## src/rtl/bmps_pkg.sv

```systemverilog
// Shared types, codes and constants for the bus master poll sequencer.
// No dependencies; every other file of the block imports this package.
`default_nettype none

package bmps_pkg;

  localparam int MAX_CUPS      = 3;
  localparam int CONFIG_BLOCKS = 5;
  localparam int REQ_W         = 3;
  localparam int CNT_W         = 7;
  localparam int BLK_W         = 3;
  localparam int RETRY_W       = 3;
  localparam int CODE_W        = 4;

  // Reset values of the configuration registers.
  localparam logic [1:0]         CUP_COUNT_RST   = 2'd3;
  localparam logic [RETRY_W-1:0] RETRY_LIMIT_RST = 3'd5;
  localparam logic [CNT_W-1:0]   QUALITY_MAX_RST = 7'd100;
  localparam logic [CNT_W-1:0]   GOOD_LIMIT_RST  = 7'd90;

  localparam logic [BLK_W-1:0]   LAST_BLOCK = BLK_W'(CONFIG_BLOCKS - 1);

  typedef enum logic [3:0] {
    CMD_NONE    = 4'd0,
    CMD_NAME    = 4'd1,
    CMD_STAMP   = 4'd2,
    CMD_CFG     = 4'd3,
    CMD_INPUT   = 4'd4,
    CMD_COILRD  = 4'd5,
    CMD_RECCOIL = 4'd6,
    CMD_FORCE   = 4'd7,
    CMD_CLOSE   = 4'd8,
    CMD_OPEN    = 4'd9
  } cmd_t;

  typedef enum logic [1:0] {
    REG_CUP_COUNT   = 2'd0,
    REG_RETRY_LIMIT = 2'd1,
    REG_QUALITY_MAX = 2'd2,
    REG_GOOD_LIMIT  = 2'd3
  } reg_idx_t;

  typedef enum logic [11:0] {
    ST_OPEN  = 12'b0000_0000_0001,
    ST_NAME  = 12'b0000_0000_0010,
    ST_STAMP = 12'b0000_0000_0100,
    ST_CFG   = 12'b0000_0000_1000,
    ST_INPUT = 12'b0000_0001_0000,
    ST_COILS = 12'b0000_0010_0000,
    ST_COILW = 12'b0000_0100_0000,
    ST_REC1  = 12'b0000_1000_0000,
    ST_REC2  = 12'b0001_0000_0000,
    ST_REC3  = 12'b0010_0000_0000,
    ST_REC4  = 12'b0100_0000_0000,
    ST_PERM  = 12'b1000_0000_0000
  } state_t;

  typedef struct packed {
    logic [1:0]         cup_count;
    logic [RETRY_W-1:0] retry_limit;
    logic [CNT_W-1:0]   quality_max;
    logic [CNT_W-1:0]   good_limit;
  } cfg_t;

  typedef struct packed {
    logic [REQ_W-1:0]  coil_values;
    logic [REQ_W-1:0]  coil_requests;
    logic [REQ_W-1:0]  recovery_requests;
    logic [CODE_W-1:0] outcome_code;
  } item_t;

  typedef struct packed {
    logic [CNT_W-1:0]  consecutive_errors;
    logic [CODE_W-1:0] last_failure;
    logic              lockout;
    logic              link_good;
    logic [CNT_W-1:0]  quality_count;
    logic              refresh_display;
    logic              coil_value;
    logic [BLK_W-1:0]  command_index;
    cmd_t              command;
  } result_t;

endpackage

`default_nettype wire

```

## src/rtl/bmps_cfg_regs.sv

```systemverilog
// Configuration register file of the poll sequencer.
// Depends on bmps_pkg for the register indexes and reset values.
`default_nettype none

module bmps_cfg_regs (
  input  wire logic              clk,
  input  wire logic              rst,
  input  wire logic              cfg_valid,
  output logic                   cfg_ready,
  input  wire logic [1:0]        cfg_index,
  input  wire logic [6:0]        cfg_data,
  output bmps_pkg::cfg_t         cfg
);
  import bmps_pkg::*;

  assign cfg_ready = 1'b1;

  always_ff @(posedge clk) begin
    if (rst) begin
      cfg.cup_count   <= CUP_COUNT_RST;
      cfg.retry_limit <= RETRY_LIMIT_RST;
      cfg.quality_max <= QUALITY_MAX_RST;
      cfg.good_limit  <= GOOD_LIMIT_RST;
    end else if (cfg_valid) begin
      unique case (reg_idx_t'(cfg_index))
        REG_CUP_COUNT:   cfg.cup_count   <= cfg_data[1:0];
        REG_RETRY_LIMIT: cfg.retry_limit <= cfg_data[RETRY_W-1:0];
        REG_QUALITY_MAX: cfg.quality_max <= cfg_data;
        REG_GOOD_LIMIT:  cfg.good_limit  <= cfg_data;
        default: ;
      endcase
    end
  end

endmodule

`default_nettype wire

```

## src/rtl/bmps_seq_core.sv

```systemverilog
// Sequencer state, quality counters and the one-tick update logic.
// Depends on bmps_pkg; the result is registered by the top level.
`default_nettype none

module bmps_seq_core (
  input  wire logic              clk,
  input  wire logic              rst,
  input  wire logic              fire,
  input  wire bmps_pkg::item_t   item,
  input  wire bmps_pkg::cfg_t    cfg,
  output bmps_pkg::result_t      result
);
  import bmps_pkg::*;

  state_t             seq_state, seq_state_next, st_eff;
  cmd_t               pending;
  logic [RETRY_W-1:0] retry_count, retry_count_next;
  logic               first_talk, first_talk_next;
  logic [CNT_W-1:0]   success_count, success_count_next;
  logic [CNT_W-1:0]   error_count, error_count_next;
  logic [CODE_W-1:0]  failure_record, failure_record_next;
  logic [BLK_W-1:0]   cfg_block, cfg_block_next;

  logic               fail, handled, do_tally, tally_ok, served;
  cmd_t               cmd;
  logic [BLK_W-1:0]   idx;
  logic               cv, refresh;

  assign fail = (item.outcome_code != '0);

  // Outcome of the previous command, then the next command.
  always_comb begin
    success_count_next  = success_count;
    error_count_next    = error_count;
    failure_record_next = failure_record;
    handled             = 1'b1;
    do_tally            = 1'b0;
    tally_ok            = 1'b0;
    unique case (pending)
      CMD_NAME, CMD_STAMP, CMD_CFG: begin
        if (fail) begin
          failure_record_next = item.outcome_code;
          do_tally            = 1'b1;
        end
      end
      CMD_COILRD: begin
        if (fail) failure_record_next = item.outcome_code;
        do_tally = 1'b1;
        tally_ok = !fail;
      end
      CMD_INPUT, CMD_RECCOIL, CMD_FORCE: begin
        do_tally = 1'b1;
        tally_ok = !fail;
      end
      CMD_OPEN: ;
      default: handled = 1'b0;
    endcase

    if (do_tally) begin
      if (tally_ok) begin
        if (success_count < cfg.quality_max) success_count_next = success_count + 1'b1;
        error_count_next = '0;
      end else begin
        if (error_count < cfg.quality_max) error_count_next = error_count + 1'b1;
        if (success_count != '0) success_count_next = success_count - 1'b1;
      end
    end

    st_eff = (handled && fail) ? ST_REC1 : seq_state;

    seq_state_next   = st_eff;
    retry_count_next = retry_count;
    first_talk_next  = first_talk;
    cfg_block_next   = cfg_block;
    cmd              = CMD_NONE;
    idx              = '0;
    cv               = 1'b0;
    refresh          = 1'b0;
    served           = 1'b0;

    unique case (st_eff)
      ST_OPEN: begin
        if (!first_talk && retry_count >= cfg.retry_limit) begin
          seq_state_next = ST_PERM;
        end else begin
          cmd            = CMD_NAME;
          seq_state_next = ST_NAME;
        end
      end
      ST_NAME: begin
        cmd            = CMD_STAMP;
        seq_state_next = ST_STAMP;
      end
      ST_STAMP: begin
        cmd            = CMD_CFG;
        cfg_block_next = '0;
        seq_state_next = ST_CFG;
      end
      ST_CFG: begin
        if (cfg_block >= LAST_BLOCK) begin
          cmd            = CMD_INPUT;
          seq_state_next = ST_INPUT;
        end else begin
          cfg_block_next = cfg_block + 1'b1;
          cmd            = CMD_CFG;
          idx            = cfg_block + 1'b1;
        end
      end
      ST_INPUT: begin
        cmd            = CMD_COILRD;
        refresh        = 1'b1;
        seq_state_next = ST_COILS;
      end
      ST_COILS: begin
        // Lowest scanned cup wins; recovery beats a forced coil on that cup.
        for (int j = 0; j < MAX_CUPS; j++) begin
          if (!served && j < int'(cfg.cup_count)) begin
            if (item.recovery_requests[j]) begin
              cmd    = CMD_RECCOIL;
              idx    = BLK_W'(j);
              cv     = 1'b1;
              served = 1'b1;
            end else if (item.coil_requests[j]) begin
              cmd    = CMD_FORCE;
              idx    = BLK_W'(j);
              cv     = item.coil_values[j];
              served = 1'b1;
            end
          end
        end
        if (served) begin
          seq_state_next = ST_COILW;
        end else begin
          cmd             = CMD_INPUT;
          seq_state_next  = ST_INPUT;
          first_talk_next = 1'b1;
        end
      end
      ST_COILW: begin
        cmd            = CMD_INPUT;
        seq_state_next = ST_INPUT;
      end
      ST_REC1: begin
        cmd            = CMD_CLOSE;
        seq_state_next = ST_REC2;
      end
      ST_REC2: begin
        refresh        = 1'b1;
        seq_state_next = ST_REC3;
      end
      ST_REC3: seq_state_next = ST_REC4;
      ST_REC4: begin
        cmd            = CMD_OPEN;
        seq_state_next = ST_OPEN;
        if (retry_count < cfg.retry_limit) retry_count_next = retry_count + 1'b1;
      end
      default: seq_state_next = ST_PERM;
    endcase
  end

  always_ff @(posedge clk) begin
    if (rst) begin
      seq_state      <= ST_OPEN;
      pending        <= CMD_NONE;
      retry_count    <= '0;
      first_talk     <= 1'b0;
      success_count  <= QUALITY_MAX_RST;
      error_count    <= '0;
      failure_record <= '0;
      cfg_block      <= '0;
    end else if (fire) begin
      seq_state      <= seq_state_next;
      pending        <= cmd;
      retry_count    <= retry_count_next;
      first_talk     <= first_talk_next;
      success_count  <= success_count_next;
      error_count    <= error_count_next;
      failure_record <= failure_record_next;
      cfg_block      <= cfg_block_next;
    end
  end

  always_comb begin
    result.command            = cmd;
    result.command_index      = idx;
    result.coil_value         = cv;
    result.refresh_display    = refresh;
    result.quality_count      = success_count_next;
    result.link_good          = (success_count_next > cfg.good_limit);
    result.lockout            = (seq_state_next == ST_PERM);
    result.last_failure       = failure_record_next;
    result.consecutive_errors = error_count_next;
  end

endmodule

`default_nettype wire

```

## src/rtl/bus_master_poll_sequencer.sv

```systemverilog
// Poll sequencer for a bus master: each input word is one poll tick, each
// output word the command to issue next together with link status.
// Uses bmps_pkg, bmps_cfg_regs and bmps_seq_core.
//
// Channels: the slave side (s_tvalid, s_tready, s_tdata) takes one poll tick
// per word: the outcome of the command issued last and the per-cup request
// masks. The master side (m_tvalid, m_tready, m_tdata, m_tuser) gives exactly
// one word per tick, with the command code in m_tuser. The cfg channel writes
// one of four registers; it is always ready and is meant to be used only
// while no tick is in flight.
// Path: an accepted tick waits in the input register until the core fires;
// its word is then held in the output register shown on the master side.
// Throughput: one tick per cycle unless m_tready stalls; the input and output
// registers each hold one word, so a new tick is taken while a result waits.
// Stall: with m_tready low the output word holds, one more tick is taken into
// the input register, and then s_tready drops until the output moves.
// Reset: synchronous; the link restarts at the open step, success count at
// the reset quality maximum, and the registers return to their defaults.
`default_nettype none

module bus_master_poll_sequencer (
  input  wire logic        clk,
  input  wire logic        rst,
  input  wire logic        s_tvalid,
  output logic             s_tready,
  // [3:0] outcome_code, [6:4] recovery_requests, [9:7] coil_requests,
  // [12:10] coil_values, [15:13] zero
  input  wire logic [15:0] s_tdata,
  output logic             m_tvalid,
  input  wire logic        m_tready,
  // [2:0] command_index, [3] coil_value, [4] refresh_display,
  // [11:5] quality_count, [12] link_good, [13] lockout,
  // [17:14] last_failure, [24:18] consecutive_errors, [31:25] zero
  output logic [31:0]      m_tdata,
  // [3:0] command
  output logic [3:0]       m_tuser,
  input  wire logic        cfg_valid,
  output logic             cfg_ready,
  input  wire logic [1:0]  cfg_index,
  input  wire logic [6:0]  cfg_data
);
  import bmps_pkg::*;

  cfg_t    cfg;
  item_t   in_item;
  logic    in_valid;
  result_t core_result, out_word;
  logic    advance, fire;

  bmps_cfg_regs u_cfg (
    .clk       (clk),
    .rst       (rst),
    .cfg_valid (cfg_valid),
    .cfg_ready (cfg_ready),
    .cfg_index (cfg_index),
    .cfg_data  (cfg_data),
    .cfg       (cfg)
  );

  bmps_seq_core u_core (
    .clk    (clk),
    .rst    (rst),
    .fire   (fire),
    .item   (in_item),
    .cfg    (cfg),
    .result (core_result)
  );

  assign advance  = !m_tvalid || m_tready;
  assign fire     = in_valid && advance;
  assign s_tready = !in_valid || advance;

  always_ff @(posedge clk) begin
    if (rst) begin
      in_valid <= 1'b0;
    end else if (s_tvalid && s_tready) begin
      in_valid <= 1'b1;
    end else if (fire) begin
      in_valid <= 1'b0;
    end
  end

  always_ff @(posedge clk) begin
    if (s_tvalid && s_tready) begin
      in_item <= s_tdata[$bits(item_t)-1:0];
    end
  end

  always_ff @(posedge clk) begin
    if (rst) begin
      m_tvalid <= 1'b0;
    end else if (fire) begin
      m_tvalid <= 1'b1;
    end else if (m_tready) begin
      m_tvalid <= 1'b0;
    end
  end

  always_ff @(posedge clk) begin
    if (fire) begin
      out_word <= core_result;
    end
  end

  assign m_tuser = out_word.command;
  assign m_tdata = {7'd0, out_word.consecutive_errors, out_word.last_failure,
                    out_word.lockout, out_word.link_good,
                    out_word.quality_count, out_word.refresh_display,
                    out_word.coil_value, out_word.command_index};

endmodule

`default_nettype wire

```

## config.mk

```make
export PLATFORM = sky130hd
export DESIGN_NAME = bus_master_poll_sequencer
export DESIGN_NICKNAME = d
export VERILOG_FILES = /design/src/rtl/bmps_pkg.sv /design/src/rtl/bmps_cfg_regs.sv /design/src/rtl/bmps_seq_core.sv /design/src/rtl/bus_master_poll_sequencer.sv
export SDC_FILE = /design/constraint.sdc
export NUM_CORES = 1
export LEC_CHECK = 0
export ABC_AREA = 1
export BUFFER_PORTS_ARGS = -buffer_cell sky130_fd_sc_hd__buf_4
export CAP_MARGIN = 5
export CORE_ASPECT_RATIO = 0.5
export CORE_UTILIZATION = 60
export DETAILED_ROUTE_END_ITERATION = 10
export GPL_TIMING_DRIVEN = 0
export PLACE_DENSITY = 0.92
export RECOVER_POWER = 100
export SETUP_SLACK_MARGIN = 0.2
export SYNTH_ARGS = -nofsm -noshare
export SYNTH_HDL_FRONTEND = slang
export SYNTH_HIERARCHICAL = 1
export SYNTH_SLANG_ARGS = --single-unit
```

## constraint.sdc

```tcl
create_clock -name clk -period 7.8 [get_ports clk]
set_input_delay 0.78 -clock clk [delete_from_list [all_inputs] [get_ports clk]]
set_output_delay 0.78 -clock clk [all_outputs]
set_load 0.03 [all_outputs]
```

Word-level counts from Yosys, hierarchy flattened
Index checks and enable logic that the tools add are counted.

word-level totals
  logic and storage cells = 165
  input bits = 30
  bits in registers = 104
  output and inout port bits = 39

cells by class
  mux-type cells = 67
  reduce and logical (&&, ||, !) cells = 32
  add/subtract/negate cells = 5
  $lt $le $gt $ge = 9
  equality and inequality tests = 24
  bitwise operators = 1

operators with widths
  cell                                                   count
  case mux 12 bit (11 select lines)                      1
  two-way mux 7 bit                                      8
  two-way mux 4 bit                                      11
  two-way mux 12 bit                                     3
  case mux 4 bit (9 select lines)                        1
  two-way mux 1 bit                                      31
  two-way mux 3 bit                                      9
  equality test 4 x 3 -> 1 bit, second input constant    4
  adder 7 x 1 -> 7 bit, second input constant            2
  < comparator 7 bit                                     2
  equality test 12 x 1 -> 1 bit, second input constant   1
  equality test 12 x 10 -> 1 bit, second input constant  1
  equality test 12 x 11 -> 1 bit, second input constant  1
  equality test 12 bit, second input constant            1
  equality test 12 x 2 -> 1 bit, second input constant   1
  equality test 12 x 3 -> 1 bit, second input constant   1
  equality test 12 x 4 -> 1 bit, second input constant   1
  equality test 12 x 5 -> 1 bit, second input constant   1
  equality test 12 x 6 -> 1 bit, second input constant   1
  equality test 12 x 7 -> 1 bit, second input constant   1
  equality test 12 x 8 -> 1 bit, second input constant   1
  equality test 12 x 9 -> 1 bit, second input constant   1
  case mux 3 bit (2 select lines)                        2
  AND reduction 3 bit                                    3
  other kinds (28)                                       49

Depth between registers and ports, before layout
Gate-level depths: netlist (run 1).

  depth after elaboration = 18
  gate-level depth with buffers = 17
  gate-level depth less buffers = 17

Cells and area by module
Netlist (run 1), hierarchy kept.

by module, submodules not included
  module                     sequential area each (um^2)  cells each  times used  area each (um^2)
  bmps_seq_core              820.8                        576         1           3,565.9
  bus_master_poll_sequencer  1,301.2                      62          1           1,408.9
  bmps_cfg_regs              380.4                        107         1           827.0

Least setup slack after synthesis (run 1)
Ideal clock, no wire load.

  kind = input to register
  start point = input m_tready
  end point = register u_core.pending[2]
  data arrival time = 3,435 ps
  setup time = 115 ps
  required time = 7,685 ps
  buffers on the path = 2
  stages = 7
  slack = 4,249 ps
  path through = inv_1 > a21oi_1 > inv_1 > clkbuf_1 > clkbuf_1 > o21ai_0 > inv_1

between the ends
  longest elaborated chain between the ends = 2

RTL lines
  element               RTL line                         text
  start, declared       bus_master_poll_sequencer.sv:30  input wire logic m_tready,
  logical OR 1 bit      bus_master_poll_sequencer.sv:69  assign advance = !m_tvalid || m_tready;
  logical AND 1 bit     bus_master_poll_sequencer.sv:70  assign fire = in_valid && advance;
  via fire              bus_master_poll_sequencer.sv:48  logic advance, fire;
  end signal, assigned  bmps_seq_core.sv:173             pending <= cmd;
  end, declared         bmps_seq_core.sv:16              cmd_t pending;

The timed path passes the listed nets, and every way through them passes these cells.
A chain may end at the register's enable or synchronous reset.

Final worst setup path (run 1)
  start point = input m_tready
  end point = register u_core.success_count[1]

between the ends
  longest elaborated chain between the ends = 2

RTL lines
  element               RTL line                         text
  logical OR 1 bit      bus_master_poll_sequencer.sv:69
  logical AND 1 bit     bus_master_poll_sequencer.sv:70
  via fire              bus_master_poll_sequencer.sv:48
  end signal, assigned  bmps_seq_core.sv:176             success_count <= success_count_next;
  end, declared         bmps_seq_core.sv:19              logic [CNT_W-1:0] success_count, success_count_next;

The timed path passes the listed nets, and every way through them passes these cells.

==> run metrics, run 1 <==
PortBufs 54; CP max stage cell clkbuf_1; Sink Count around 100; # IOs 69; sequential power share a little under half; Max clock buf depth 2; via/cell ratio roughly 5.5; FMAX between 200 and 250 MHz; combinational power share between 20% and 30%; Final Hold Viols 0; Setup Skew between 0.009 and 0.01 ns; RSZ-0062 raised after global routing no; cells after synthesis about 750; latest clock arrival within the worst-skew pair around 0.36 ns; WS Path Type in -> reg; cells on worst reg2reg path 8; total wire length roughly 14 mm; initial antenna violation count 0; Seq/Total Area, Yosys between 40 and 50%; total global-route track usage 29.11%; drt first pass iters 6; CP endpoint u_core/success_count[1]; Root Buffer clkbuf_16; Rows 24; Sequential Area around 2500 um^2; Final Non-Filler Cells ~950; crit-path cells clkbuf_4 > inv_1 > a21oi_1 > clkbuf_1 > inv_1 > clkbuf_1 > clkbuf_1 > o21ai_0 > inv_1; die width around 140 um; Worst-Margin Slew about 1.5 ns; top_reg_cell synth dfxtp_1; Worst Hold Class reg -> reg; Internal Power between 900 and 1000 uW; Synth Register Bits ~100; synthesized area per cell between 7 and 8 um^2; final critical-path share of the clock period a little over half; reg2reg start in_valid; Detail Route Antenna Nets 0; Worst Path Required 8.04 ns; final setup fails 0; crit path DAT between 4 and 5 ns; remaining global-route overflow 0; Num CTS Buffers 9; Pwr Density ~210 nW/um^2; Worst setup SP type primary input; hold path start u_core/first_talk; Setup crit end kind register; die area 10090 um^2; failing checks max-capacitance violations, max-slew violations; CP Depth 9; setup TNS 0 ns; setup bufs post-CTS 0; # diodes 0; Buf/Inv on CP 7; Psw around 430 uW; max-cap violations 1; pin count of the biggest net entering global routing 27; Residual DRC 0; min Tclk post-route approximately 4.1 ns; Via Count 5250; slew margin rel. -1.982%; Peak supply drop ~0.12 mV; nets slightly below 900; initial drt markers ~550; CTS tree built; reg-to-reg slack, setup 3.91 ns; first-pass GRT wire length 22.49 mm; Yosys warning count 6; CP top delay family buffers and inverters; Wirelength per Cell between 10 and 15 um; multi-input logic area roughly 2600 um^2; clock power share around 33%; Synth cell types 41; Post-synth EDFFs 42; dpl cells roughly 940; Net Sw Frac 32.14%; Syn Std Cell Area between 5000 and 6000 um^2; global placement routability congestion 0.9225; Post-synth ARST share 0%; Critical Path Start m_tready; Layout area overhead 11.95%; Reg-to-Reg End u_core/success_count[1]; cts repair resizes 0; hold buffers post-CTS 0; vias in the first global route roughly 4800; Leak ~0.0031 uW; initial core utilization between 60% and 70%; layout cells sized above 1 a little over a tenth; Max Slew Vio Count 27; clock-pin slew on the worst setup and hold paths 0.07 ns; Filler cells around 700; DPL Wire Length about 10 mm; Core Box Area about 9000 um^2; Die Ht around 72 um; slowest stage delay, CP between 1 and 1.5 ns; status complete, but fails checks; crit path max fanout 26; H-tree lvl count 3
## area by class of cell
type                            count  area share, %
Multi-Input combinational cell    491          39.78
Buffer                             33          3.024
Clock buffer                        9          3.468
Tap cell                          130          2.504
Inverter                          123          7.128
Sequential cell                   104          38.53
Clock inverter                      7          1.060
Timing Repair Buffer               55          4.508
## cells in the mapped netlist, types with 7 or more instances
| master | n | area (um^2) |
|---|---|---|
| ha_1 | 29 | 362.9 |
| nor3_1 | 7 | 35.03 |
| nand4_1 | 18 | 112.6 |
| nand2_2 | 11 | 68.82 |
| dfxtp_1 | 62 | 1241 |
| a21oi_1 | 52 | 260.3 |
| edfxtp_1 | 42 | 1261 |
| o21ai_0 | 49 | 245.2 |
| inv_1 | 112 | 420.4 |
| inv_2 | 9 | 33.78 |
| nor2_1 | 60 | 225.2 |
| xor2_1 | 10 | 87.58 |
| nor2_2 | 10 | 62.56 |
| nand2_1 | 141 | 529.3 |
| clkbuf_1 | 12 | 45.04 |
| buf_4 | 12 | 90.09 |
| nand3_1 | 51 | 255.2 |
## flip-flops by register name (all words and copies together) (netlist names)
name / cells
in_item: 13
in_valid: 1
m_tdata: 25
m_tuser: 4
m_tvalid: 1
u_cfg/cfg: 19
u_core/cfg_block: 3
u_core/error_count: 7
u_core/failure_record: 4
u_core/first_talk: 1
u_core/pending: 4
u_core/retry_count: 3
u_core/seq_state: 12
u_core/success_count: 7
## worst register-to-register path: stages (launching register included)
cell      delay, ns
dfxtp_1        0.33
inv_1          0.05
a21oi_1        0.80
clkbuf_1       1.18
inv_1          0.36
clkbuf_1       0.36
clkbuf_1       0.32
o21ai_0        0.29
inv_1          0.07
## worst min-delay path by stage
stage	to	slack, ns	cells after the start
final	u_core/first_talk	0.46	2
after global routing	u_core/first_talk	0.47	2
after CTS	u_core/first_talk	0.46	2
after detailed placement	u_core/first_talk	0.45	2
after global placement	u_core/first_talk	0.44	2
after floorplan	u_cfg/cfg[12]	0.43	2
## through the flow
step | util, % | worst slack [ns] | hold slack [ns] | power, uW | area, um^2
final | 71.86 | 3.713 | 0.4625 | 1352 | 6495
after global routing | 71.86 | 3.460 | 0.4747 | 1410 | 6495
after CTS | 74.32 | 4.814 | 0.4610 | 1367 | 6718
after detailed placement | 71.07 | 4.874 | 0.4506 | 925.8 | 6424
after global placement | 70.72 | 2.694 | 0.4423 | 911.2 | 6392
after floorplan | - | 4.249 | 0.4289 | 840.5 | 5824
## cells in the final DEF (no fill, tap or decap), drive strengths merged
cell,synthesis,layout
a211oi,1,1
a21o,1,1
a21oi,55,55
a221oi,1,1
a31oi,1,1
a32oi,1,1
buf,21,28
clkbuf,12,69
clkinv,1,3
clkinvlp,0,1
conb,2,8
dfxtp,62,62
edfxtp,42,42
ha,29,29
inv,122,126
nand2,152,152
nand3,58,58
nand3b,6,6
nand4,18,18
nor2,71,71
nor3,7,7
o211ai,3,3
o21a,3,3
o21ai,56,56
o21bai,1,1
o22ai,6,6
o31ai,2,2
xnor2,1,1
xor2,10,10
## cell families after synthesis
| kind of cell | count (synthesis) | share of synthesized area, % |
|---|---|---|
| AO/OA/AOI/OAI | 131 | 12.57 |
| XOR/XNOR | 11 | 1.661 |
| adder cells (fa/ha/maj) | 29 | 6.254 |
| buffers and inverters | 156 | 11.73 |
| flip-flops | 104 | 43.13 |
| other | 2 | 0.1294 |
| AND/OR/NAND/NOR | 312 | 24.52 |
## power groups by stage
stage,sequential [uW],combinational [uW],clock (uW)
2_1_floorplan,655,185,0
5_1_grt,630,308,471
3_5_place_dp,639,287,0
4_1_cts,627,290,450
3_3_place_gp,638,273,0
6_report,627,280,445
## per-layer routing
| layer | track usage (%) | vias to the layer above | share of wire (%) |
|---|---|---|---|
| met3 | 6.818 | 27 | 9.4 |
| li1 | - | 2559 | - |
| met5 | 0 | - | 0 |
| met4 | 10.39 | 0 | 1.7 |
| met2 | 47.74 | 266 | 44 |
| met1 | 38.22 | 2398 | 45 |
Note: power is estimated with default switching activity, not from simulation.
==> inputs of run 2 (changes only) <==
--- a/config.mk
+++ b/config.mk
@@ -5,14 +5,14 @@
 export SDC_FILE = /design/constraint.sdc
 export NUM_CORES = 1
 export LEC_CHECK = 0
-export ABC_AREA = 1
+export ABC_AREA = 0
 export BUFFER_PORTS_ARGS = -buffer_cell sky130_fd_sc_hd__buf_4
 export CAP_MARGIN = 5
 export CORE_ASPECT_RATIO = 0.5
-export CORE_UTILIZATION = 60
+export CORE_UTILIZATION = 53
 export DETAILED_ROUTE_END_ITERATION = 10
 export GPL_TIMING_DRIVEN = 0
-export PLACE_DENSITY = 0.92
+export PLACE_DENSITY = 0.87
 export RECOVER_POWER = 100
 export SETUP_SLACK_MARGIN = 0.2
 export SYNTH_ARGS = -nofsm -noshare
==> constraint.sdc (replaced) <==
create_clock -name clk -period 3.4 [get_ports clk]
set_input_delay 0.34 -clock clk [delete_from_list [all_inputs] [get_ports clk]]
set_output_delay 0.34 -clock clk [all_outputs]
set_load 0.03 [all_outputs]
==> run 2 against run 1 <==
The run now ends clean. Non-clock buffer count is 36 higher. Synthesized cell count decreased by 21%. Worst hold slack worse by 0.28 ns. Final cell count down 12%. Utilization shrank 6.0 points. Sequential cell count is the same. Global-route usage down 3.1 points. Largest cell class unchanged. Synthesized area is 1.7% lower. Total power up 110%. Register-to-register slack worse by 3.7 ns. Clock power grew 120%. Critical path type is now reg -> reg.
==> run metrics, run 2 <==
clock-pin slew on the worst setup and hold paths roughly 0.07 ns; Filler cells 821; Layout area overhead 19.51%; initial drt markers 432; crit path DAT about 3.3 ns; max-cap violations 0; Max Slew Vio Count 0; synth cell count leaders 62 x dfxtp_1, 62 x nor2_1, 42 x edfxtp_1; Final Hold Viols 0; remaining global-route overflow 0; max FFs per register 25; Yosys warning count 6; met2 GRT Util between 40% and 50%; total global-route track usage a little over a quarter; Synth top area share ~22%; global placement routability congestion between 0.8 and 0.9; final critical-path share of the clock period 94.52%; initial core utilization 55.12%; pin count of the biggest net entering global routing 34; H-tree lvl count 3; Sink Count roughly 100; slew margin rel. between 30% and 40%; top_reg_cell synth dfxtp_1; Pwr Density about 420 nW/um^2; Wirelength per Cell between 15 and 20 um; Residual DRC 0; Worst setup SP type register; Synth cell types 79; synthesized area per cell roughly 9.6 um^2; Seq/Total Area, Yosys between 40% and 50%; final setup fails 0; layout cells sized above 1 about 18%; vias in the first global route between 4000 and 5000; Setup Skew about 0.011 ns; Leak approximately 0.0027 uW; min Tclk post-route 3.214 ns; die area ~11000 um^2; nets around 750; Die Ht between 70 and 80 um; Sequential Area between 2000 and 3000 um^2; Synth area leaders edfxtp_1 22%, dfxtp_1 22%, ha_1 6.4%; status completed; Detail Route Antenna Nets 0; met1 Usage GRT 33.24%; initial antenna violation count 0; Synth Register Bits 104; Worst Path Required ~3.5 ns; Critical Path Start in_item[3]; setup TNS 0 ns; met3 Resource Use GR under 10%; Post-synth ARST share 0%; first-pass GRT wire length 22.34 mm; Via Count 4995; Final Non-Filler Cells ~840; Max clock buf depth 2; via/cell ratio about 6.0; DPL Wire Length a little under 10 mm; Worst-Margin Slew ~0.9 ns; Synth area leader edfxtp_1; GR peak layer met2; # diodes 0; reg2reg start in_item[3]; total wire length around 14 mm; Post-DP Area between 6000 and 7000 um^2; die width roughly 150 um; Peak supply drop about 0.26 mV; Setup crit end kind register; FMAX ~310 MHz; hold path start s_tdata[6]; most common cell after layout, fill and taps aside nor2_1; Syn Std Cell Area 5702 um^2; drt first pass iters 5; dpl cells around 790; Post-synth EDFFs 42; Root Buffer clkbuf_16; multi-input logic area roughly 3000 um^2; post-route cell area 6814 um^2; Core Box Area about 10000 um^2; # IOs between 60 and 70; latest clock arrival within the worst-skew pair about 0.35 ns; RSZ-0062 raised after global routing yes; Rows 26; crit path max fanout 5; cells after synthesis 591; most frequent cells in the layout 59 x nor2_1, 58 x clkbuf_1, 57 x dfxtp_1; WS Path Type reg -> reg; CTS tree built; hold buffers post-CTS 0; PortBufs 57; Num CTS Buffers 9; Worst Hold Class in -> reg
## run 2: changes by cell type in the layout (fill, tap and decap cells not counted), sizes merged, moves of 24 or more
cell and change:
nand2 -121, o21ai -34, a21oi -32, buf +25
mux2i +24, inv -98, nand3 -38
## run 2: final cells by class
class / count / share of cell area (%)
multi-input combinational: 424 / 44.03
sequential: 104 / 36.85
timing repair buffer: 85 / 7.492
clock buffer: 12 / 3.617
buffer: 39 / 3.324
tap: 140 / 2.571
inverter: 30 / 1.653
clock inverter: 4 / 0.4591
## run 2: worst max-delay path, cell delays in order, from the launching register on
cell	delay, ns
edfxtp_1	0.44
or4_1	0.55
or2_0	0.27
buf_6	0.14
buf_8	0.13
nor2_4	0.10
nor3_4	0.06
a2111oi_4	0.34
ha_1	0.32
a21o_1	0.20
a21oi_2	0.15
o21ai_1	0.09
o22a_1	0.17
## run 2: logic make-up (layout without fill, tap and decap cells)
group	Yosys count	in the layout	synth area share [%]
buffers and inverters	69	170	5.793
adder cells (fa/ha/maj)	29	29	6.364
AND/OR/NAND/NOR	228	228	22.58
other	2	8	0.1317
XOR/XNOR	12	12	1.843
multiplexers	25	25	4.411
flip-flops	104	104	43.89
AO/OA/AOI/OAI	122	122	14.99
## run 2: repair_timing
action / in CTS / in global routing
endpoints found under the setup margin: 1 / 1
resized for setup: 22 / 25
setup buffers: 10 / 18
pin swaps: 10 / 19
gates cloned: 0 / 0
## run 2: worst paths after layout
| kind | to | slack, ns | cells past startpoint |
|---|---|---|---|
| worst max-delay path | m_tdata[12] | 0.19 | 12 |
| worst min-delay path | in_item[6] | 0.18 | 1 |
| worst max register to register | m_tdata[12] | 0.19 | 12 |
| worst min register to register | m_tvalid | 0.47 | 2 |
## run 2: per-layer routing
layer	wire length [um]	up-vias	part of all wire, %
met5	0	-	0
met4	263	0	1.8
met3	1032	27	7.1
met2	6772	212	47
met1	6377	2408	44
li1	-	2348	-
## run 2: metrics by stage
step | hold WS, ns | util (%) | power [uW] | setup WS (ns)
finish | 0.1824 | 65.87 | 2882 | 0.1863
global route | 0.1706 | 65.87 | 2985 | 0.06601
CTS | 0.1519 | 65.25 | 2871 | 0.2056
detailed placement | 0.4651 | 61.21 | 1867 | -0.4428
global placement | 0.4497 | 61.21 | 1854 | -0.4610
floorplan | 0.4024 | - | 1726 | 0.2012
## run 2: report_power, final
part | internal, uW | total (uW) | leakage, uW | switching (uW)
combinational | 204 | 514 | 0.00168 | 310
clock | 520 | 976 | 0.000137 | 456
sequential | 1360 | 1390 | 0.000904 | 36.0
==> inputs of run 3 (changes only) <==
--- a/config.mk
+++ b/config.mk
@@ -9,10 +9,10 @@
 export BUFFER_PORTS_ARGS = -buffer_cell sky130_fd_sc_hd__buf_4
 export CAP_MARGIN = 5
 export CORE_ASPECT_RATIO = 0.5
-export CORE_UTILIZATION = 53
+export CORE_UTILIZATION = 60
 export DETAILED_ROUTE_END_ITERATION = 10
 export GPL_TIMING_DRIVEN = 0
-export PLACE_DENSITY = 0.87
+export PLACE_DENSITY = 0.92
 export RECOVER_POWER = 100
 export SETUP_SLACK_MARGIN = 0.2
 export SYNTH_ARGS = -nofsm -noshare
==> constraint.sdc (replaced) <==
create_clock -name clk -period 3.9 [get_ports clk]
set_input_delay 0.39 -clock clk [delete_from_list [all_inputs] [get_ports clk]]
set_output_delay 0.39 -clock clk [all_outputs]
set_load 0.03 [all_outputs]
==> run 3 against run 2 <==
Clock skew down 0.0053 ns. Critical endpoint unchanged. Critical path type unchanged. Die area down 11%. Cell area down 6.1%. Highest routed layer unchanged. Largest power group unchanged. Clock-buffer cell count unchanged. Largest cell class unchanged.
==> run metrics, run 3 (synthesis gave the netlist of run 2 again) <==
post-route cell area 6399 um^2; final critical-path share of the clock period between 90 and 100%; Filler cells just under 700; Rows 24; slew margin rel. between 30% and 40%; most frequent cells in the layout 61 x nor2_1, 60 x clkbuf_1, 60 x dfxtp_1; RSZ-0062 raised after global routing no; total wire length roughly 14 mm; max FFs per register 25; Post-DP Area about 6300 um^2; # diodes 0; Worst Hold Class in -> reg; clock-pin slew on the worst setup and hold paths about 0.07 ns; H-tree lvl count 3; Root Buffer clkbuf_16; Max clock buf depth 2; drt first pass iters 9; Pwr Total 2472 uW; FMAX roughly 270 MHz; Peak supply drop roughly 0.21 mV; Layout area overhead 12.22%; Max Slew Vio Count 0; Sink Count 104; Setup Skew roughly 0.0056 ns; nets 724; Num CTS Buffers 9; min Tclk post-route about 3.6 ns; final setup fails 0; Pwr Density about 390 nW/um^2; setup bufs post-CTS 0; DRT met1 WL around 6 mm; Place WS -0.05274 ns; global placement routability congestion slightly below 1; initial antenna violation count 0; Leak 0.002549 uW; Wirelength per Cell around 18 um; Finished Core Util ~72%; hold buffers post-CTS 0; Core Box Area between 8000 and 9000 um^2; Worst-Margin Slew 0.9073 ns; initial drt markers approximately 380; # IOs 69; max-cap violations 0; Detail Route Antenna Nets 0; die area around 9900 um^2; Top Layer Used met4; crit path DAT between 3 and 4 ns; Worst setup SP type register; pin count of the biggest net entering global routing 34; crit path max fanout 10; DPL Wire Length slightly below 10 mm; Final WS setup roughly 0.26 ns; first-pass GRT wire length roughly 22 mm; Final Non-Filler Cells 787; WS Path Type reg -> reg; dpl cells a little under 800; total global-route track usage between 20 and 30%; Final Hold Viols 0; remaining global-route overflow 0; die width 139.9 um; Via Count ~4800; met3 routed WL roughly 900 um; status completed; PortBufs 57; vias in the first global route 4483; initial core utilization 63.72%; latest clock arrival within the worst-skew pair 0.35 ns; Setup crit end kind register; Die Ht 70.93 um; WL met2 about 6.5 mm; via/cell ratio between 6 and 7; most common cell after layout, fill and taps aside nor2_1; Residual DRC 0; CTS tree built; Worst Path Required around 4.0 ns; layout cells sized above 1 ~10%
## run 3: cell count changes in the layout (fill, tap and decap cells not counted), sizes merged
| cell | before | now |
|---|---|---|
| buf | 53 | 26 |
| bufinv | 0 | 1 |
| clkbuf | 83 | 82 |
| clkinv | 6 | 4 |
| clkinvlp | 0 | 1 |
## run 3: critical path, stage by stage, from the launching register on
cell and delay [ns]:
dfxtp_1 0.47, ha_1 0.30, o21ai_0 0.23, nor2_1 0.07, a211o_1 0.26, clkbuf_1 0.26
o31ai_4 0.39, o21ai_0 0.12, a22o_1 0.29, ha_1 0.30, a21oi_1 0.19, nor2b_1 0.07
o21ai_0 0.15, o21ai_0 0.11, o22a_1 0.19
## run 3: final timing paths
check	start	slack [ns]	endpoint	depth (start not counted)
hold / removal	s_tdata[1]	0.24	in_item[1]	1
hold reg to reg	u_cfg/cfg[11]	0.48	u_cfg/cfg[11]	2
setup / recovery	u_core/success_count[5]	0.26	m_tdata[12]	14
setup reg to reg	u_core/success_count[5]	0.26	m_tdata[12]	14
## run 3: final cells by class
| type | count | area, um^2 | area share [%] |
|---|---|---|---|
| plain buffers | 39 | 202.7 | 3.168 |
| repair buffers | 57 | 307.8 | 4.810 |
| clock buffers | 12 | 236.5 | 3.696 |
| inverters | 30 | 112.6 | 1.760 |
| clock inverters | 4 | 46.29 | 0.7235 |
| well taps | 117 | 146.4 | 2.288 |
| flip-flops and latches | 104 | 2505 | 39.15 |
| multi-input cells | 424 | 2841 | 44.41 |
## run 3: per-layer routing
layer / vias up / GRT usage, %
met1: 2284 / 35.92
met5: - / 0
li1: 2293 / -
met3: 44 / 7.041
met4: 0 / 11.60
met2: 197 / 47.94
## run 3: where the power goes
part | leakage (uW) | switching [uW] | internal, uW
clock network | 0.000134 | 383 | 495
registers | 0.000904 | 32.3 | 1180
logic | 0.00151 | 246 | 133
total | 0.00255 | 661 | 1810
## run 3: metrics by stage
stage | TNS (ns) | hold WS (ns)
after global placement | -0.004097 | 0.4483
after detailed placement | -0.05274 | 0.4768
after global routing | 0 | 0.2253
final | 0 | 0.2378
after floorplan | 0 | 0.4383
after CTS | 0 | 0.2092
## run 3: repair_timing
action,in CTS,in global routing
hold endpoints to repair,0,0
pin swaps,0,1
gates resized for setup,4,5
endpoints found under the setup margin,1,1
